`src/sv/ums_pkg.sv`:
```
// Shared types and constants for the unsharp-mask sharpener.
// No dependencies; every other file except ums_ram refers to it by scoped names.
package ums_pkg;

  localparam int unsigned MAX_WIDTH_DEF  = 1024;
  localparam int unsigned MAX_HEIGHT_DEF = 4096;

  localparam int unsigned PADDR_W    = 4;
  localparam int unsigned CFG_W_BITS = 11;
  localparam int unsigned CFG_H_BITS = 13;
  localparam int unsigned CFG_S_BITS = 12;

  typedef enum logic [1:0] {
    REG_IMAGE_WIDTH      = 2'd0,
    REG_IMAGE_HEIGHT     = 2'd1,
    REG_SHARPEN_STRENGTH = 2'd2
  } ums_reg_e;

  // red [7:0], green [15:8], blue [23:16], alpha [31:24]
  typedef logic [31:0] ums_pix_t;

  typedef struct packed {
    logic       operation;
    logic [7:0] red_in;
    logic [7:0] green_in;
    logic [7:0] blue_in;
    logic [7:0] alpha_in;
  } ums_in_t;

  typedef struct packed {
    logic [7:0] red_out;
    logic [7:0] green_out;
    logic [7:0] blue_out;
    logic [7:0] alpha_out;
    logic       end_of_line;
    logic       end_of_frame;
  } ums_out_t;

  // Position flags of an accepted item, from the sequencer to the window.
  typedef struct packed {
    logic top_clamp;  // column's centre row is the first line
    logic bot_clamp;  // column's centre row is the last line
    logic col_first;  // item at column 0: result is the last pixel of a line
    logic x_first;    // result pixel sits in column 0
    logic emit;       // item releases a result
    logic eof;        // item releases the last result of the frame
  } ums_tag_t;

  typedef struct packed {
    ums_pix_t [8:0] tap;
    logic           eol;
    logic           eof;
  } ums_win_t;

endpackage

```
`src/sv/ums_sharpen.sv`:
```
// Arithmetic pipeline: 3x3 sums, box mean, Q4.8 gain on the difference, saturation.
// Depends on ums_pkg.
module ums_sharpen (
  input  logic                                  clk_i,
  input  logic                                  rst_ni,
  input  logic                                  win_valid_i,
  output logic                                  win_ready_o,
  input  ums_pkg::ums_win_t                     win_i,
  input  logic signed [ums_pkg::CFG_S_BITS-1:0] strength_i,
  output logic                                  out_valid_o,
  input  logic                                  out_ready_i,
  output ums_pkg::ums_out_t                     out_o
);

  localparam int unsigned NUM_CH = 3;
  localparam int unsigned TAPS   = 9;
  localparam int unsigned CENTRE = 4;
  localparam int unsigned SUM_W  = 12;
  localparam int unsigned PROD_W = 25;
  localparam int unsigned MUL_W  = 21;
  localparam int unsigned T_W    = 22;
  // floor(x/9) == (x*7282) >> 16 for x up to 9*255
  localparam logic [12:0] RECIP9 = 13'd7282;

  logic a_v_q, b_v_q, c_v_q, out_v_q;
  logic a_ready, b_ready, c_ready, d_ready;

  logic [NUM_CH-1:0][SUM_W-1:0]  sum_d, a_sum_q;
  logic [NUM_CH-1:0][7:0]        p_d, a_p_q, b_p_q, b_blur_d, b_blur_q;
  logic [NUM_CH-1:0][PROD_W-1:0] prod;
  logic [NUM_CH-1:0][7:0]        sat;
  logic signed [8:0]             diff  [NUM_CH];
  logic signed [MUL_W-1:0]       mul   [NUM_CH];
  logic signed [T_W-1:0]         t_d   [NUM_CH];
  logic signed [T_W-1:0]         c_t_q [NUM_CH];
  logic [7:0]        a_alpha_q, b_alpha_q, c_alpha_q;
  logic              a_eol_q, b_eol_q, c_eol_q, a_eof_q, b_eof_q, c_eof_q;
  ums_pkg::ums_out_t out_d, out_q;

  assign d_ready     = !out_v_q || out_ready_i;
  assign c_ready     = !c_v_q || d_ready;
  assign b_ready     = !b_v_q || c_ready;
  assign a_ready     = !a_v_q || b_ready;
  assign win_ready_o = a_ready;

  always_comb begin
    for (int ch = 0; ch < NUM_CH; ch++) begin
      sum_d[ch] = '0;
      for (int j = 0; j < TAPS; j++) begin
        sum_d[ch] = sum_d[ch] + SUM_W'(win_i.tap[j][8*ch +: 8]);
      end
      p_d[ch] = win_i.tap[CENTRE][8*ch +: 8];
    end
  end

  always_comb begin
    for (int ch = 0; ch < NUM_CH; ch++) begin
      prod[ch]     = PROD_W'(a_sum_q[ch]) * PROD_W'(RECIP9);
      b_blur_d[ch] = prod[ch][23:16];
    end
  end

  always_comb begin
    for (int ch = 0; ch < NUM_CH; ch++) begin
      diff[ch] = $signed({1'b0, b_p_q[ch]}) - $signed({1'b0, b_blur_q[ch]});
      mul[ch]  = MUL_W'(strength_i) * MUL_W'(diff[ch]);
      t_d[ch]  = T_W'(mul[ch]) + $signed({6'h00, b_p_q[ch], 8'h00});
    end
  end

  // negative clips to zero, anything past 255 after the shift to 255
  always_comb begin
    for (int ch = 0; ch < NUM_CH; ch++) begin
      if (c_t_q[ch][T_W-1]) begin
        sat[ch] = 8'h00;
      end else if (c_t_q[ch][T_W-2:16] != '0) begin
        sat[ch] = 8'hff;
      end else begin
        sat[ch] = c_t_q[ch][15:8];
      end
    end
    out_d.red_out      = sat[0];
    out_d.green_out    = sat[1];
    out_d.blue_out     = sat[2];
    out_d.alpha_out    = c_alpha_q;
    out_d.end_of_line  = c_eol_q;
    out_d.end_of_frame = c_eof_q;
  end

  always_ff @(posedge clk_i or negedge rst_ni) begin
    if (!rst_ni) begin
      a_v_q   <= 1'b0;
      b_v_q   <= 1'b0;
      c_v_q   <= 1'b0;
      out_v_q <= 1'b0;
    end else begin
      if (a_ready) begin
        a_v_q <= win_valid_i;
      end
      if (b_ready) begin
        b_v_q <= a_v_q;
      end
      if (c_ready) begin
        c_v_q <= b_v_q;
      end
      if (d_ready) begin
        out_v_q <= c_v_q;
      end
    end
  end

  always_ff @(posedge clk_i) begin
    if (a_ready) begin
      a_sum_q   <= sum_d;
      a_p_q     <= p_d;
      a_alpha_q <= win_i.tap[CENTRE][31:24];
      a_eol_q   <= win_i.eol;
      a_eof_q   <= win_i.eof;
    end
    if (b_ready) begin
      b_blur_q  <= b_blur_d;
      b_p_q     <= a_p_q;
      b_alpha_q <= a_alpha_q;
      b_eol_q   <= a_eol_q;
      b_eof_q   <= a_eof_q;
    end
    if (c_ready) begin
      c_t_q     <= t_d;
      c_alpha_q <= b_alpha_q;
      c_eol_q   <= b_eol_q;
      c_eof_q   <= b_eof_q;
    end
    if (d_ready) begin
      out_q <= out_d;
    end
  end

  assign out_valid_o = out_v_q;
  assign out_o       = out_q;

endmodule

```
`config.mk`:
```
export PLATFORM = sky130hd
export DESIGN_NAME = ums_sharpen
export DESIGN_NICKNAME = d
export VERILOG_FILES = /design/src/sv/ums_pkg.sv /design/src/sv/ums_sharpen.sv
export SDC_FILE = /design/constraint.sdc
export NUM_CORES = 2
export LEC_CHECK = 0
export BUFFER_PORTS_ARGS = -buffer_cell sky130_fd_sc_hd__buf_2
export CORE_ASPECT_RATIO = 0.6
export CORE_UTILIZATION = 59
export DETAILED_ROUTE_END_ITERATION = 16
export PLACE_DENSITY_LB_ADDON = 0.05
export SETUP_SLACK_MARGIN = 0.5
export SLEW_MARGIN = 20
export SYNTH_ARGS = -nofsm -noshare
export SYNTH_HDL_FRONTEND = slang
export SYNTH_SLANG_ARGS = --single-unit
```
`constraint.sdc`:
```
create_clock -name clk_i -period 9.4 [get_ports clk_i]
set_input_delay 1.41 -clock clk_i [delete_from_list [all_inputs] [get_ports clk_i]]
set_output_delay 1.41 -clock clk_i [all_outputs]
set_load 0.03 [all_outputs]
```
==> results.txt <==
----------------------------------------------------
[Global route]
  Antenna violations before repair ... 0
  Maximum number of pins on one net before global-route repair ... 60
  GRT Overall Usage ... 25.4%
  Global-route wire length before repair ... about 110000 um
  Residual overflow from global routing ... 0
  Number of global-route vias before repair ... 20900

[Clock tree]
  CTS root buf ... clkbuf_16
  Post-CTS setup-driven buffer insertion count ... 0
  Number of hold-repair buffers added at the cts stage ... 0
  Clock tree from TritonCTS ... done
  Clk slew on worst S/H paths ... 60 ps
  Maximum count of clock buffers along a single path ... 3
  CTS buffer count ... 24
  Post-cts gate resize count ... 0
  Number of clock sinks seen by CTS ... ~220
  Worst skew pair latency ... between 500 and 600 ps
  CTS H-tree lvls ... 1

[Yosys]
  Most instantiated library cell after synthesis ... inv_1
  Mapped Nets ... 4020
  Cell area after technology mapping ... roughly 31000 um2
  Cells taking the most area after synthesis ... fa_1 37%, edfxtp_1 21%, ha_1 16%, inv_1 8.2%, and2_1 2.6%
  Avg Inst Size Synth ... about 11 um2
  Post-synthesis cell type count ... 70
  Post-synth top flop ... edfxtp_1
  Cell type with the highest aggregate area in the netlist ... fa_1
  Synthesized flop and latch total ... 218
  Share of the synthesized area in the top cell type ... 36.7%
  Post-synth EDFFs ... ~210
  FFs w/ async S/R, synth ... under 10%
  Yosys synthesis warning count ... 0
  Most used standard cells in the synthesized netlist ... 664 x inv_1, 561 x fa_1, 381 x ha_1, 214 x edfxtp_1, 132 x nand2_1
  Part of the Yosys area used for sequential elements ... 21.3%
  Number of instances in the synthesized netlist ... about 2800

[Place]
  Half-perimeter wire length of the detailed placement result ... 52800 um
  Last weighted congestion value of the routability-driven placer ... between 0.9 and 1
  Number of buffers added on ports ... roughly 280

[Detailed routing]
  Count of unresolved DRC violations after routing ... 0
  Number of iterations in the first detailed-routing pass ... 5
  Routed WL ... between 60000 and 70000 um
  Routed vias ... 19500
  Average wire length per cell after detail routing ... between 15 and 20 um
  Antenna-violating nets left ... 0
  1st-iter DRT viols ... between 900 and 1000
  Routed via count divided by cell count ... roughly 5.2

[Run status]
  Run status ... finished, final reports clean

[Worst setup path]
  Slowest stage delay, CP ... 820 ps
  Critical path fanouts, max ... 12
  Req. time, crit path ... approximately 9700 ps
  Critical-path top delay cell ... xnor2_1
  CP dominant cell by count ... fa_1
  Crit end category ... flip-flop
  CP Buf/Inv Count ... 2
  Arrival time worst endpoint ... slightly below 8000 ps
  CP Launch Type ... flip-flop
  Chain of cells forming the critical path ... ha_1, nor2b_1, o21ai_0, a21boi_0, o21ai_0, nor2b_1, xnor2_1, and2_1, fa_1, fa_1, fa_1, fa_1, inv_1, fa_1, inv_1, ha_1, a21o_1, a2111oi_4, or2_2, a31oi_1, a311o_1, a221o_1
  Cell family with the largest share of critical-path delay ... adder cells
  Setup Crit Path Kind ... flip-flop to flip-flop

[Cells and area]
  Ratio of cells with drive above 1 in the final layout ... a little under an eighth
  Nets@finish ... about 4300
  Layout-stage area growth over the synthesis result ... 9.84%

[STA]
  Worst slew margin relative to its limit ... approximately 28%
  Highest Clock Rate ... between 0.1 and 0.15 GHz
  Setup repair after global routing missed its margin ... false
  Final Max Slew Viols ... 0
  Total setup violations reported at the end of the flow ... 0
  Worst Hold Margin ... about 420 ps
  Final Hold Violating Endpoints ... 0
  Final cycle utilization of the critical path ... roughly four fifths
  Maximum clock skew at final layout ... between 20 and 30 ps
  Setup tns final ... 0 ps
  Minimum period implied by the final worst setup slack ... around 7500 ps
  Actual transition at the worst max-transition pin ... roughly 1100 ps

[Die]
  I/O pin count ... ~340
  Starting density of the core ... 59.9%
  Core footprint ... between 50000 and 60000 um2
  Die W ... a little under 300 um
  Chip Height ... around 180 um
  Overall die area ... about 53000 um2
  Standard-cell rows ... 64

[Job]
  Maxcap violations ... 0

[Hold path]
  Min-Delay Path Class ... flip-flop to flip-flop

----------------------------------------------------
layer usage:
metal  up-vias  part of all wire, %  track usage, %  routed length, um
met5         -                    0               0                  0
met4         0                  1.2            3.56                729
met3        53                  5.0            3.50               3150
met2       414                   44            38.8              27800
met1      9920                   50            39.3              31100
li1       9125                    -               -                  -
worst reg2reg max path, delay by kind of cell, from the launching register on:
kind,cells,cell delay [ps]
and+or+nand+nor,4,800
DFF,1,430
adders and majority gates,7,3110
buffers and inverters,2,90
xor gates and xnor gates,1,820
AOI/OAI and AO/OA,8,2050
cells by family after synthesis:
logic type	synth area share, %
buf+inv	8.84
simple gates	9.34
compound gates	4.71
xor+xnor	3.47
flops	21.3
fa+ha+maj	52.3
registers in the layout (all words and copies together), names as in the netlist, 8 cells and up:
name and cells:
c_alpha_q 8, b_p_q 24, b_blur_q 24, c_t_q 42, a_sum_q 36, a_p_q 24
out_o 34, a_alpha_q 8, b_alpha_q 8
cell type report:
type | count | area (um2)
clock inverter | 15 | 213
antenna | 1 | 2.50
fill | 4109 | 17500
inverter | 664 | 2490
clock buffer | 28 | 616
tap | 693 | 867
timing repair buffer | 287 | 1460
multi-input combinational | 1834 | 21400
sequential | 218 | 6530
through the flow:
step                      utilization, %  instances  cell area, um2  worst slack (ps)
after detailed placement            64.0       3696           32700              1850
final                               65.7       3740           33600              1850
after floorplan                        -       2772           30600              2830
after global routing                65.7       3739           33600              1390
after CTS                           65.7       3739           33500              1820
after global placement              64.0       3696           32700              2010
layout by cell type, fill, tap and decap left out, types with 20 or more instances in the layout:
cell type / Yosys / final
buf_2: 0 / 277
xnor2_1: 78 / 73
and2_1: 129 / 129
ha_1: 381 / 381
nor3_1: 20 / 20
nand2_1: 132 / 131
nor2_1: 118 / 118
clkbuf_16: 0 / 24
o21ai_0: 42 / 40
nor2b_1: 22 / 22
fa_1: 561 / 561
edfxtp_1: 214 / 214
a21o_1: 39 / 39
xor2_1: 43 / 42
nand2b_1: 69 / 69
inv_1: 664 / 664
a21oi_1: 72 / 72
path summary, 6_finish.rpt:
kind | start | end | slack (ps) | depth (start not counted)
setup / recovery | b_p_q[9] | c_t_q[41] | 1850 | 22
hold / removal | a_p_q[15] | b_p_q[15] | 420 | 0
setup reg to reg | b_p_q[9] | c_t_q[41] | 1850 | 22
hold reg to reg | a_p_q[15] | b_p_q[15] | 420 | 0
max in group asynchronous | rst_ni | out_valid_o | 8640 | 1
min in group asynchronous | rst_ni | b_v_q | 640 | 1
Power is left out: the tool's default activity adds up to more than one toggle a clock period on the data nets, which glitch-free logic cannot reach.
