## config.mk

```make
export PLATFORM = sky130hd
export DESIGN_NAME = ums_ctrl
export DESIGN_NICKNAME = d
export VERILOG_FILES = /design/src/sv/ums_pkg.sv /design/src/sv/ums_ctrl.sv
export SDC_FILE = /design/constraint.sdc
export NUM_CORES = 1
export LEC_CHECK = 0
export ABC_AREA = 1
export ABC_CLOCK_PERIOD_IN_PS = 5300
export BUFFER_PORTS_ARGS = -buffer_cell sky130_fd_sc_hd__clkbuf_2
export CORE_MARGIN = 2
export CORE_UTILIZATION = 45
export CTS_CLUSTER_SIZE = 25
export DETAILED_ROUTE_END_ITERATION = 6
export SETUP_SLACK_MARGIN = 0.4
export SYNTH_ARGS = -nofsm -noshare
export SYNTH_HDL_FRONTEND = slang
export SYNTH_SLANG_ARGS = --single-unit
```

## constraint.sdc

```tcl
create_clock -name clk_i -period 5.3 [get_ports clk_i]
set_input_delay 1.06 -clock clk_i [delete_from_list [all_inputs] [get_ports clk_i]]
set_output_delay 1.06 -clock clk_i [all_outputs]
set_load 0.03 [all_outputs]
```

## src/sv/ums_pkg.sv

```systemverilog
// Shared types and constants for the unsharp-mask sharpener.
// No dependencies; every other file except ums_ram refers to it by scoped names.
package ums_pkg;

  localparam int unsigned MAX_WIDTH_DEF  = 1024;
  localparam int unsigned MAX_HEIGHT_DEF = 4096;

  localparam int unsigned PADDR_W    = 4;
  localparam int unsigned CFG_W_BITS = 11;
  localparam int unsigned CFG_H_BITS = 13;
  localparam int unsigned CFG_S_BITS = 12;

  typedef enum logic [1:0] {
    REG_IMAGE_WIDTH      = 2'd0,
    REG_IMAGE_HEIGHT     = 2'd1,
    REG_SHARPEN_STRENGTH = 2'd2
  } ums_reg_e;

  // red [7:0], green [15:8], blue [23:16], alpha [31:24]
  typedef logic [31:0] ums_pix_t;

  typedef struct packed {
    logic       operation;
    logic [7:0] red_in;
    logic [7:0] green_in;
    logic [7:0] blue_in;
    logic [7:0] alpha_in;
  } ums_in_t;

  typedef struct packed {
    logic [7:0] red_out;
    logic [7:0] green_out;
    logic [7:0] blue_out;
    logic [7:0] alpha_out;
    logic       end_of_line;
    logic       end_of_frame;
  } ums_out_t;

  // Position flags of an accepted item, from the sequencer to the window.
  typedef struct packed {
    logic top_clamp;  // column's centre row is the first line
    logic bot_clamp;  // column's centre row is the last line
    logic col_first;  // item at column 0: result is the last pixel of a line
    logic x_first;    // result pixel sits in column 0
    logic emit;       // item releases a result
    logic eof;        // item releases the last result of the frame
  } ums_tag_t;

  typedef struct packed {
    ums_pix_t [8:0] tap;
    logic           eol;
    logic           eof;
  } ums_win_t;

endpackage

```

## src/sv/ums_ctrl.sv

```systemverilog
// Frame sequencer: latches the frame size, tracks column and row of the next item.
// Depends on ums_pkg.
module ums_ctrl #(
  parameter int unsigned MAX_WIDTH  = ums_pkg::MAX_WIDTH_DEF,
  parameter int unsigned MAX_HEIGHT = ums_pkg::MAX_HEIGHT_DEF,
  localparam int unsigned WW = $clog2(MAX_WIDTH + 1),
  localparam int unsigned CW = $clog2(MAX_WIDTH),
  localparam int unsigned HW = $clog2(MAX_HEIGHT + 1),
  localparam int unsigned RW = $clog2(MAX_HEIGHT + 2)
) (
  input  logic                            clk_i,
  input  logic                            rst_ni,
  input  logic                            accept_i,
  input  logic [ums_pkg::CFG_W_BITS-1:0]  cfg_width_i,
  input  logic [ums_pkg::CFG_H_BITS-1:0]  cfg_height_i,
  output logic [CW-1:0]                   col_o,
  output ums_pkg::ums_tag_t               tag_o
);

  logic          open_q, open_d;
  logic [WW-1:0] fw_q, fw_d, cur_w;
  logic [HW-1:0] fh_q, fh_d, cur_h;
  logic [CW-1:0] col_q, col_d, cur_col;
  logic [RW-1:0] row_q, row_d, cur_row;
  ums_pkg::ums_tag_t tag;

  // a closed frame opens on the next item with the size registers clamped
  always_comb begin
    if (!open_q) begin
      if (cfg_width_i == '0) begin
        cur_w = WW'(1);
      end else if (32'(cfg_width_i) > MAX_WIDTH) begin
        cur_w = WW'(MAX_WIDTH);
      end else begin
        cur_w = WW'(cfg_width_i);
      end
      if (cfg_height_i == '0) begin
        cur_h = HW'(1);
      end else if (32'(cfg_height_i) > MAX_HEIGHT) begin
        cur_h = HW'(MAX_HEIGHT);
      end else begin
        cur_h = HW'(cfg_height_i);
      end
      cur_col = '0;
      cur_row = '0;
    end else begin
      cur_w   = fw_q;
      cur_h   = fh_q;
      cur_col = col_q;
      cur_row = row_q;
    end
  end

  // result centre sits one line and one pixel behind the incoming item
  always_comb begin
    tag.col_first = (cur_col == '0);
    tag.x_first   = (cur_col == CW'(1)) || (tag.col_first && cur_w == WW'(1));
    tag.top_clamp = (cur_row == RW'(1));
    tag.bot_clamp = (32'(cur_row) == 32'(cur_h));
    tag.emit      = (32'(cur_row) >= 32'd2) || ((cur_row == RW'(1)) && !tag.col_first);
    tag.eof       = tag.col_first && (32'(cur_row) == 32'(cur_h) + 32'd1);
  end

  always_comb begin
    open_d = open_q;
    fw_d   = fw_q;
    fh_d   = fh_q;
    col_d  = col_q;
    row_d  = row_q;
    if (accept_i) begin
      open_d = !tag.eof;
      fw_d   = cur_w;
      fh_d   = cur_h;
      if (32'(cur_col) + 32'd1 >= 32'(cur_w)) begin
        col_d = '0;
        row_d = cur_row + RW'(1);
      end else begin
        col_d = cur_col + CW'(1);
        row_d = cur_row;
      end
    end
  end

  always_ff @(posedge clk_i or negedge rst_ni) begin
    if (!rst_ni) begin
      open_q <= 1'b0;
      fw_q   <= '0;
      fh_q   <= '0;
      col_q  <= '0;
      row_q  <= '0;
    end else begin
      open_q <= open_d;
      fw_q   <= fw_d;
      fh_q   <= fh_d;
      col_q  <= col_d;
      row_q  <= row_d;
    end
  end

  assign col_o = cur_col;
  assign tag_o = tag;

endmodule

```

==> results of run 1 <==
[metal layers]
layer | routed length, µm | vias to the layer above | GRT usage (%)
li1 | - | 1880 | -
met1 | 4790 | 1683 | 30.1
met2 | 4970 | 69 | 42.5
met3 | 352 | 18 | 3.40
met4 | 233 | 0 | 8.93
met5 | 0 | - | 0
[power breakdown]
group | internal (µW) | switching (µW) | total (µW)
clock network | 167 | 141 | 308
registers | 411 | 33.0 | 444
logic | 150 | 320 | 470
[worst reg2reg max path, cell delays in order, from the launching register on]
cell and delay [ns]:
dfrtp_1 0.65, nand2_1 0.19, nor4_1 0.45, nand2_1 0.17
nor2_1 0.17, nand2_1 0.10, nor2_1 0.12, xor2_1 0.15
inv_1 0.07, ha_1 0.29, nand3_1 0.07, or3_1 0.39
nand3_2 0.20, nand2_2 0.12, nor3_2 0.21, nand2_1 0.13
nor3_2 0.25, nand3_1 0.14, xor2_1 0.16
[logic make-up (layout without fill, tap and decap cells)]
| family | count (synthesis) | count (layout) | synth area share [%] |
|---|---|---|---|
| adder cells (fa/ha/maj) | 18 | 18 | 5.96 |
| AO/OA/AOI/OAI | 73 | 73 | 10.6 |
| flip-flops | 48 | 48 | 31.8 |
| buffers and inverters | 94 | 135 | 9.74 |
| AND/OR/NAND/NOR | 307 | 307 | 37.5 |
| XOR/XNOR | 19 | 19 | 4.41 |
[state kept, by name (all words and copies together), names as in the netlist]
name / flops
col_q: 10
fh_q: 13
fw_q: 11
open_q: 1
row_q: 13
[per-stage QoR]
step / hold WS [ns] / util [%] / total power (µW) / setup slack (ns)
floorplan: 0.448 / - / 781 / 1.20
global placement: 0.464 / 50.1 / 914 / 0.963
detailed placement: 0.466 / 50.1 / 920 / 0.911
CTS: 0.491 / 51.6 / 1230 / 0.904
global route: 0.514 / 51.6 / 1300 / 0.619
finish: 0.490 / 51.6 / 1220 / 0.896
[layout by cell type, fill, tap and decap left out, types with 2 or more instances in the layout]
cell type,Yosys,final
a21oi_1,13,13
a22oi_1,3,3
nor2_2,3,3
nand2_1,158,158
nor3_2,2,2
ha_1,18,18
nand4_1,11,11
o22ai_1,7,7
nand2_2,10,10
nor2_1,41,41
xor2_1,16,16
nor2_4,2,2
dfrtp_1,48,48
clkinv_1,2,2
xnor2_1,3,3
buf_4,0,6
inv_1,76,76
nor3_1,7,7
o21ai_0,40,40
nor4_1,2,2
o31ai_1,3,3
o211ai_1,2,2
clkbuf_2,0,42
nand3_1,56,56
clkbuf_8,0,7
nand2_4,2,2
o21ai_1,2,2
nand3_2,6,6
[worst paths after layout]
kind,from,endpoint,slack (ns),depth (start not counted)
max in group asynchronous,rst_ni,row_q[12],4.03,2
min in group asynchronous,rst_ni,row_q[8],0.85,2
hold / removal,fh_q[10],fh_q[10],0.49,2
hold reg to reg,fh_q[10],fh_q[10],0.49,2
setup / recovery,cfg_height_i[1],tag_o[0],0.90,19
setup reg to reg,open_q,row_q[11],1.17,18
[cell type report]
type | instances | area, µm² | share of cell area (%)
well taps | 105 | 131 | 3.11
multi-input cells | 417 | 2210 | 52.3
flip-flops and latches | 48 | 1200 | 28.5
clock buffers | 7 | 96.3 | 2.28
inverters | 79 | 297 | 7.03
repair buffers | 48 | 255 | 6.05
clock inverters | 1 | 30.0 | 0.712
==> results.md, run 1 <==
* CP Capture Type: output port
* Max-slew headroom at 54.6%
* GPL Wtd Cong at 0.897
* WP data arrival at 3.34 ns
* FILL cells at 835
* DR DRC count at 0
* Worst Path Buf+Inv at 3
* CTS clock-pin slew for the worst setup and hold paths at 0.10 ns
* Ys async rst share at 100%
* DRT iter0 DRCs at 187
* Resize count post-CTS at 0
* Core area at 8180 µm²
* Avg WL per Cell at 14.7 µm
* First-pass DRT Iterations at 4
* Max IR drop VDD at 158 µV
* Area Overhead vs Synth at 11.7%
* Final ANT Viol Nets at 0
* Min Tclk post-route at 4.40 ns
* Vias in the first global route at 3583
* Die H at 95.6 µm
* Layout Skew at 0.0108 ns
* Pwr dens at 290 nW/µm²
* Syn_area_per_cell at 6.76 µm²
* Clock root cell: clkbuf_8
* Post-Place Cell Area at 4090 µm²
* Total Nets Final at 644
* DPL Wire Length at 7.87 mm
* Port Buffers at 42
* CP Cell Sequence: clkbuf_2 -> nor2_1 -> nand2_1 -> nor2_2 -> nand2_1 -> nand2_2 -> nand3_1 -> nand2_2 -> ha_1 -> nand2_1 -> nand3_1 -> a21oi_1 -> nand3_1 -> nor2_1 -> nand2_1 -> nor2_1 -> nand3_1 -> inv_1 -> clkbuf_2
* Mapped Area at 3780 µm²
* Status: finished, final reports clean
* CTS max path bufs at 2
* Yosys synthesis warning count at 0
* Setup repair bufs after CTS at 0
* Initial antenna violation count at 0
* Hold Crit Class: reg2reg
* # placed instances at 697
* DIE WIDTH at 95.6 µm
* Critical Path RT at 4.24 ns
* Fmax at 227 MHz
* Dominant cell type by area after synthesis: dfrtp_1
* Later-pin clock latency in the skew report at 0.31 ns
* Synth top cells by count: nand2_1, inv_1, nand3_1
* Non-Filler Instances at 705
* Num Clock Sinks at 48
* Final setup viols at 0
* Site row count at 33
* Worst Tran Pin Value at 0.681 ns
* Startpoint Class: primary input
* Slowest cell on the critical path: ha_1
* Full die area at 9140 µm²
* Gr ovfl total at 0
* Max incr delay on CP at 0.26 ns
* Post-synth top area share at 31.8%
* Syn Nets at 604
* Layout cells sized above 1 at 14.0%
* Kind of critical path: in2out
* GRT Overall Usage at 24.2%
* Vias after detailed routing at 3650
* Top-count cell post-synth: nand2_1
* Setup TNS at 0 ns
* CTS tree: yes
* CTS Buf Count at 5
* First-pass GRT wire length at 16.8 mm
* Post-synth cell types at 39
* Leak pwr at 0.00224 µW
* Max-cap violations at 0
* Primary FF master, synth: dfrtp_1
* Final Cell Area at 4220 µm²
* H-Tree Depth at 2
* Synth Register Bits at 48
* Unrepaired setup endpoints after global routing: false
* Largest net degree at the start of global routing at 49
* # diodes at 0
* Top delay family on crit path: simple AND/OR/NAND/NOR gates
* Post-CTS Hold Buffers at 0
* Cells after Synth at 559
* Part of the cycle the worst path needs at 83.1%
* Final hold viol count at 0
* Top post-synthesis cells by area: dfrtp_1, nand2_1, inv_1
* Register area share after synthesis at 31.8%
* Fin. max-slew vios at 0
* Vias per cell at 5.18
* Drt total wl at 10.3 mm
* IO Pins at 43
* Initial Util at 46.2%
* Worst Path Max Fanout at 12
* Post-synth EDFFs at 0
(Power assumes the default switching activity.)
==> run 2, diff against run 1 <==
- ABC_AREA: 1 -> 0
- ABC_CLOCK_PERIOD_IN_PS: 5300 -> 3900
- PLACE_DENSITY: default -> 0.67
- clock period: 5.3 -> 3.9 ns (I/O delays scaled with it)
==> run 2 against run 1 <==
Compared with the run above:
- non-clock buffer count increased by 25
- routed wire length increased by 0.38%
- sequential share of layout area decreased by 1.2 points
- synthesized cell count decreased by 21%
- total power increased by 53%
- critical path depth decreased by 7
- synthesized area decreased by 2.5%
- sequential cell count unchanged
- final cell count decreased by 15%
- sequential power increased by 41%
- die area decreased by 2.4%
- clock-buffer cell count decreased by 2
- highest routed layer unchanged
==> results.md, run 2 <==
* Drt total wl at 10.4 mm
* GPL Wtd Cong at 0.946
* DR DRC count at 0
* Vias per cell at 5.93
* CTS Buf Count at 5
* Startpoint Class: primary input
* Psw at 751 µW
* Worst Path Max Fanout at 3
* Core area at 7850 µm²
* Primary FF master, synth: dfrtp_1
* Worst Tran Pin Value at 0.887 ns
* CTS clock-pin slew for the worst setup and hold paths at 0.10 ns
* Layout Skew at 0.00962 ns
* Top-count cell post-synth: nand2_1
* Worst reg-to-reg path cell count at 16
* Min Tclk post-route at 3.87 ns
* Syn Nets at 488
* Avg WL per Cell at 17.3 µm
* Register area share after synthesis at 32.6%
* WP data arrival at 3.09 ns
* R2R setup slack at 0.60 ns
* DPL Wire Length at 7.36 mm
* Layout cells sized above 1 at 21.5%
* H-Tree Depth at 2
* Clock share of power at 24.4%
* DRT iter0 DRCs at 219
* Hold WS at 0.498 ns
* Final hold viol count at 0
* Area of the multi-input gates at 2430 µm²
* Internal power at 1120 µW
* CTS max path bufs at 2
* First-pass GRT wire length at 16.5 mm
* Hold Path Origin: fw_q[9]
* Area Overhead vs Synth at 19.8%
* Fin. max-slew vios at 0
* Largest net degree at the start of global routing at 33
* GRT Overall Usage at 23.5%
* CTS tree: yes
* Logic gate share of total power at 42.0%
* Share of power burned in registers at 33.5%
* Setup TNS at 0 ns
* Top post-synthesis cells by area: dfrtp_1, nand2_1, ha_1
* CP Capture Type: output port
* Yosys synthesis warning count at 0
* Max-cap violations at 0
* Non-Filler Instances at 600
* Full die area at 8930 µm²
* FILL cells at 726
* Later-pin clock latency in the skew report at 0.31 ns
* Part of the cycle the worst path needs at 99.2%
* Total Nets Final at 542
* First-pass DRT Iterations at 5
* Net Sw Frac at 40.1%
* # diodes at 0
* WHS Endpoint: fw_q[9]
* Unrepaired setup endpoints after global routing: true
* FF-to-FF End: row_q[5]
* Status: finished, final reports clean
* Cells after Synth at 443
* Final ANT Viol Nets at 0
* Post-synth cell types at 61
* Hold Crit Class: reg2reg
* IO Pins at 43
* Synth top cells by count: nand2_1, dfrtp_1, nor2_1
* Num Clock Sinks at 48
* Post-synth EDFFs at 0
* Mapped Area at 3680 µm²
* Syn_area_per_cell at 8.31 µm²
* Leak pwr at 0.00204 µW
* Critical Path RT at 3.12 ns
* # placed instances at 582
* Fmax at 258 MHz
* Ys async rst share at 100%
* Gr ovfl total at 0
* Die H at 94.5 µm
* Dominant cell type by area after synthesis: dfrtp_1
* Initial Util at 46.9%
* Max IR drop VDD at 472 µV
* Kind of critical path: in2out
* Vias after detailed routing at 3558
* Final setup viols at 0
* Commonest non-fill, non-tap cells in the layout: nand2_1, dfrtp_1, clkbuf_2
* Post-synth top area share at 32.6%
* Initial antenna violation count at 0
* Max-slew headroom at 40.8%
* Register area at 1200 µm²
* DIE WIDTH at 94.5 µm
* Pwr dens at 424 nW/µm²
* Worst r2r src: open_q
* Vias in the first global route at 3431
* Hold path depth at 2
* Clock root cell: clkbuf_8
* Port Buffers at 42
* Largest regs: fh_q: 13 flops, row_q: 13 flops, fw_q: 11 flops
* Synth Register Bits at 48
* Site row count at 32
* Commonest non-fill, non-tap cell in the layout: nand2_1
run 2: cell types whose count changed in the layout (fill, tap and decap cells not counted), sizes merged, moves of 8 or more:
cell / change
inv: -65
nand2: -101
and3: +10
nor2: -21
nor4: +9
nand3: -43
o2bb2ai: +10
o21ai: -19
nand2b: +17
buf: +25
and2: +8
run 2: worst max path at each step:
| stage | endpoint | depth (start not counted) | startpoint |
|---|---|---|---|
| 4_1_cts | tag_o[0] | 12 | cfg_height_i[6] |
| 2_1_floorplan | tag_o[0] | 14 | open_q |
| 5_1_grt | tag_o[0] | 12 | cfg_height_i[9] |
| 3_5_place_dp | tag_o[0] | 12 | cfg_height_i[4] |
| 3_3_place_gp | tag_o[0] | 12 | cfg_height_i[4] |
| 6_report | tag_o[0] | 12 | cfg_height_i[6] |
run 2: routing by layer:
layer	wire, µm	track usage [%]
met5	0	0
met4	197	7.00
met3	549	3.03
met2	5210	41.8
met1	4430	29.7
run 2: power groups by stage:
stage	Combinational, µW	Clock (µW)	Sequential (µW)
floorplan	525	0	605
global placement	698	0	633
detailed placement	710	0	635
CTS	728	461	626
global route	860	478	636
finish	787	457	627
run 2: critical path, cell delays in order:
cell and delay, ns:
clkbuf_2 0.10, nor4_2 0.28, a31oi_2 0.15, o31ai_2 0.21, ha_1 0.29, nor2_1 0.10, a21oi_1 0.05, o22a_1 0.15
or4b_4 0.50, nor4_4 0.14, and3_4 0.22, buf_8 0.11
run 2: through the flow:
| step | util (%) | power, µW | setup WS, ns | instance area (µm²) |
|---|---|---|---|---|
| floorplan | - | 1130 | 0.218 | 3780 |
| global placement | 52.6 | 1330 | -0.178 | 4130 |
| detailed placement | 52.6 | 1340 | -0.209 | 4130 |
| CTS | 55.4 | 1810 | -0.0409 | 4350 |
| global route | 56.3 | 1970 | -0.0817 | 4410 |
| finish | 56.3 | 1870 | 0.0314 | 4410 |
run 2: logic make-up after synthesis:
kind of cell / synth area share (%)
flip-flops: 32.6
AO/OA/AOI/OAI: 17.9
XOR/XNOR: 7.13
multiplexers: 4.04
buffers and inverters: 4.04
adder cells (fa/ha/maj): 6.11
AND/OR/NAND/NOR: 28.1
run 2: layout make-up:
cell class	instances	area share [%]
well taps	102	2.89
inverters	11	0.935
clock buffers	5	1.56
clock inverters	3	1.56
repair buffers	73	10.6
multi-input cells	358	55.1
flip-flops and latches	48	27.3
run 2: timing repair:
action | 4_1_cts | 5_1_grt
resized for setup | 9 | 4
hold buffers | 0 | 0
setup endpoints to repair | 4 | 24
pin swaps | 7 | 4
buffers inserted | 4 | 6
cloned | 0 | 0
==> run 3, diff against run 2 <==
- CORE_MARGIN: 2 -> 4
- SKIP_LAST_GASP: default -> 1
==> run 3 against run 2 <==
Compared with the run above:
- the run now ends with setup timing left
- via count down 1.5%
- sequential cell count is the same
- core utilization increased by 0.064 points
- design area up 0.11%
- clock power is 30% lower
- sequential share of layout area is essentially flat
- fmax is 2.0% lower
- critical endpoint unchanged
- largest power group unchanged
==> results.md, run 3 (synthesis results as in run 2) <==
* Avg WL per Cell at 17.4 µm
* Max incr delay on CP at 0.53 ns
* Fin. max-slew vios at 0
* Total Nets Final at 541
* Max-slew headroom at 50.0%
* Die H at 98.5 µm
* Commonest non-fill, non-tap cells in the layout: nand2_1, dfrtp_1, clkbuf_2
* Commonest non-fill, non-tap cell in the layout: nand2_1
* DPL Wire Length at 7.50 mm
* Clock root cell: clkbuf_8
* Logic gate share of total power at 45.7%
* CTS clock-pin slew for the worst setup and hold paths at 0.09 ns
* Fmax at 253 MHz
* Status: finished with violations
* Vias in the first global route at 3500
* Psw at 748 µW
* Final Cell Area at 4420 µm²
* Full die area at 9700 µm²
* Gr ovfl total at 0
* # diodes at 0
* CP Capture Type: output port
* CTS tree: yes
* Vias after detailed routing at 3503
* Levels on crit path at 12
* Share of power burned in registers at 36.1%
* Worst Tran Pin Value at 0.750 ns
* DIE WIDTH at 98.5 µm
* Slowest cell on the critical path: or4b_4
* Largest net degree at the start of global routing at 46
* Final ANT Viol Nets at 0
* Register area at 1200 µm²
* Area Overhead vs Synth at 20.0%
* Max-cap violations at 0
* Critical Path RT at 3.12 ns
* Site row count at 32
* Hold Path Origin: fw_q[4]
* CP dominant cell by count: nor4_4
* Area of the multi-input gates at 2480 µm²
* Largest regs: fh_q: 13 flops, row_q: 13 flops, fw_q: 11 flops
* Net Sw Frac at 42.9%
* Later-pin clock latency in the skew report at 0.30 ns
* CP Cell Sequence: buf_6 -> nor4_4 -> a31oi_2 -> o31ai_2 -> ha_1 -> nor2_1 -> a21oi_1 -> o22a_1 -> or4b_4 -> nor4_4 -> and3_4 -> buf_8
* H-Tree Depth at 2
* Max IR drop VDD at 333 µV
* Startpoint Class: primary input
* Clock share of power at 18.3%
* Top delay family on crit path: simple AND/OR/NAND/NOR gates
* Hold Crit Class: reg2reg
* Leak pwr at 0.00201 µW
* Pwr dens at 394 nW/µm²
* Fin worst setup slack at -0.0492 ns
* Min Tclk post-route at 3.95 ns
* Port Buffers at 42
* GPL Wtd Cong at 0.948
* Unrepaired setup endpoints after global routing: true
* Layout Skew at 0.00615 ns
* Kind of critical path: in2out
* CP Launch Point: cfg_height_i[1]
* Worst Path Max Fanout at 3
* Drt total wl at 10.4 mm
* Part of the cycle the worst path needs at 101%
* Vias per cell at 5.85
* Core area at 7850 µm²
* FILL cells at 741
* Initial Util at 46.9%
* Final hold viol count at 0
* Num Clock Sinks at 48
* Failing checks: setup timing
* Worst setup endpoint: tag_o[0]
* First-pass DRT Iterations at 5
* Setup TNS at -0.0492 ns
* DRT iter0 DRCs at 200
* R2R setup slack at 0.55 ns
* Worst r2r src: open_q
* CTS Buf Count at 5
* FF-to-FF End: row_q[4]
* WP data arrival at 3.17 ns
* First-pass GRT wire length at 16.8 mm
* DR DRC count at 0
* Layout cells sized above 1 at 21.5%
* Final setup viols at 1
* CTS max path bufs at 2
* Worst Path Buf+Inv at 2
* IO Pins at 43
* GRT Overall Usage at 21.0%
* Initial antenna violation count at 0
* Post-Place Cell Area at 4150 µm²
* Internal power at 995 µW
* Worst reg-to-reg path cell count at 13
-- run 3: cell count changes in the layout (fill, tap and decap cells not counted), sizes merged --
cell	previous run	this run
clkbuf	47	44
o21ai	23	24
inv	12	11
clkinvlp	0	1
buf	31	34
bufinv	2	0
-- run 3: cell type report --
type,instances,share of cell area [%]
clock buffers,7,1.95
clock inverters,1,0.170
inverters,11,0.934
multi-input cells,359,56.1
flip-flops and latches,48,27.3
well taps,102,2.89
repair buffers,71,10.6
-- run 3: power by group through the flow --
stage	Clock [µW]	Sequential [µW]	Combinational [µW]
after detailed placement	0	636	714
after CTS	329	626	719
final	319	628	796
after global placement	0	634	698
after global routing	348	637	880
after floorplan	0	605	525
-- run 3: worst min-delay path: cells and delay by family (launching register included) --
| kind | cells | cell delay (ns) |
|---|---|---|
| AO/OA/AOI/OAI | 1 | 0.06 |
| flip-flops | 1 | 0.36 |
| AND/OR/NAND/NOR | 1 | 0.05 |
-- run 3: per-stage QoR --
step	utilization [%]	setup slack [ns]	hold slack (ns)	instances	power, µW
after floorplan	-	0.218	0.450	443	1130
after CTS	54.4	-0.0603	0.492	594	1670
after global placement	52.8	-0.173	0.464	586	1330
after detailed placement	52.8	-0.161	0.471	586	1350
after global routing	56.3	-0.204	0.511	599	1870
final	56.3	-0.0492	0.489	599	1740
-- run 3: what timing repair did --
item	4_1_cts	5_1_grt
buffers inserted	0	4
setup endpoints to repair	6	24
gates cloned	0	1
hold buffers	0	0
gates resized for setup	6	26
pin swaps	3	10
-- run 3: how the worst min path moves through the flow --
stage                    to  slack, ns  depth (start not counted)
global route        fw_q[4]       0.51                          2
global placement    fw_q[4]       0.46                          2
floorplan           fw_q[3]       0.45                          2
finish              fw_q[4]       0.49                          2
detailed placement  fw_q[4]       0.47                          2
CTS                 fw_q[4]       0.49                          2
-- run 3: layer usage --
| metal | part of all wire, % | vias to the layer above | global-route usage, % |
|---|---|---|---|
| met5 | 0 | - | 0 |
| met4 | 1.8 | 0 | 6.83 |
| met3 | 5.1 | 18 | 3.11 |
| met2 | 49 | 113 | 35.9 |
| met1 | 44 | 1670 | 27.5 |
| li1 | - | 1702 | - |
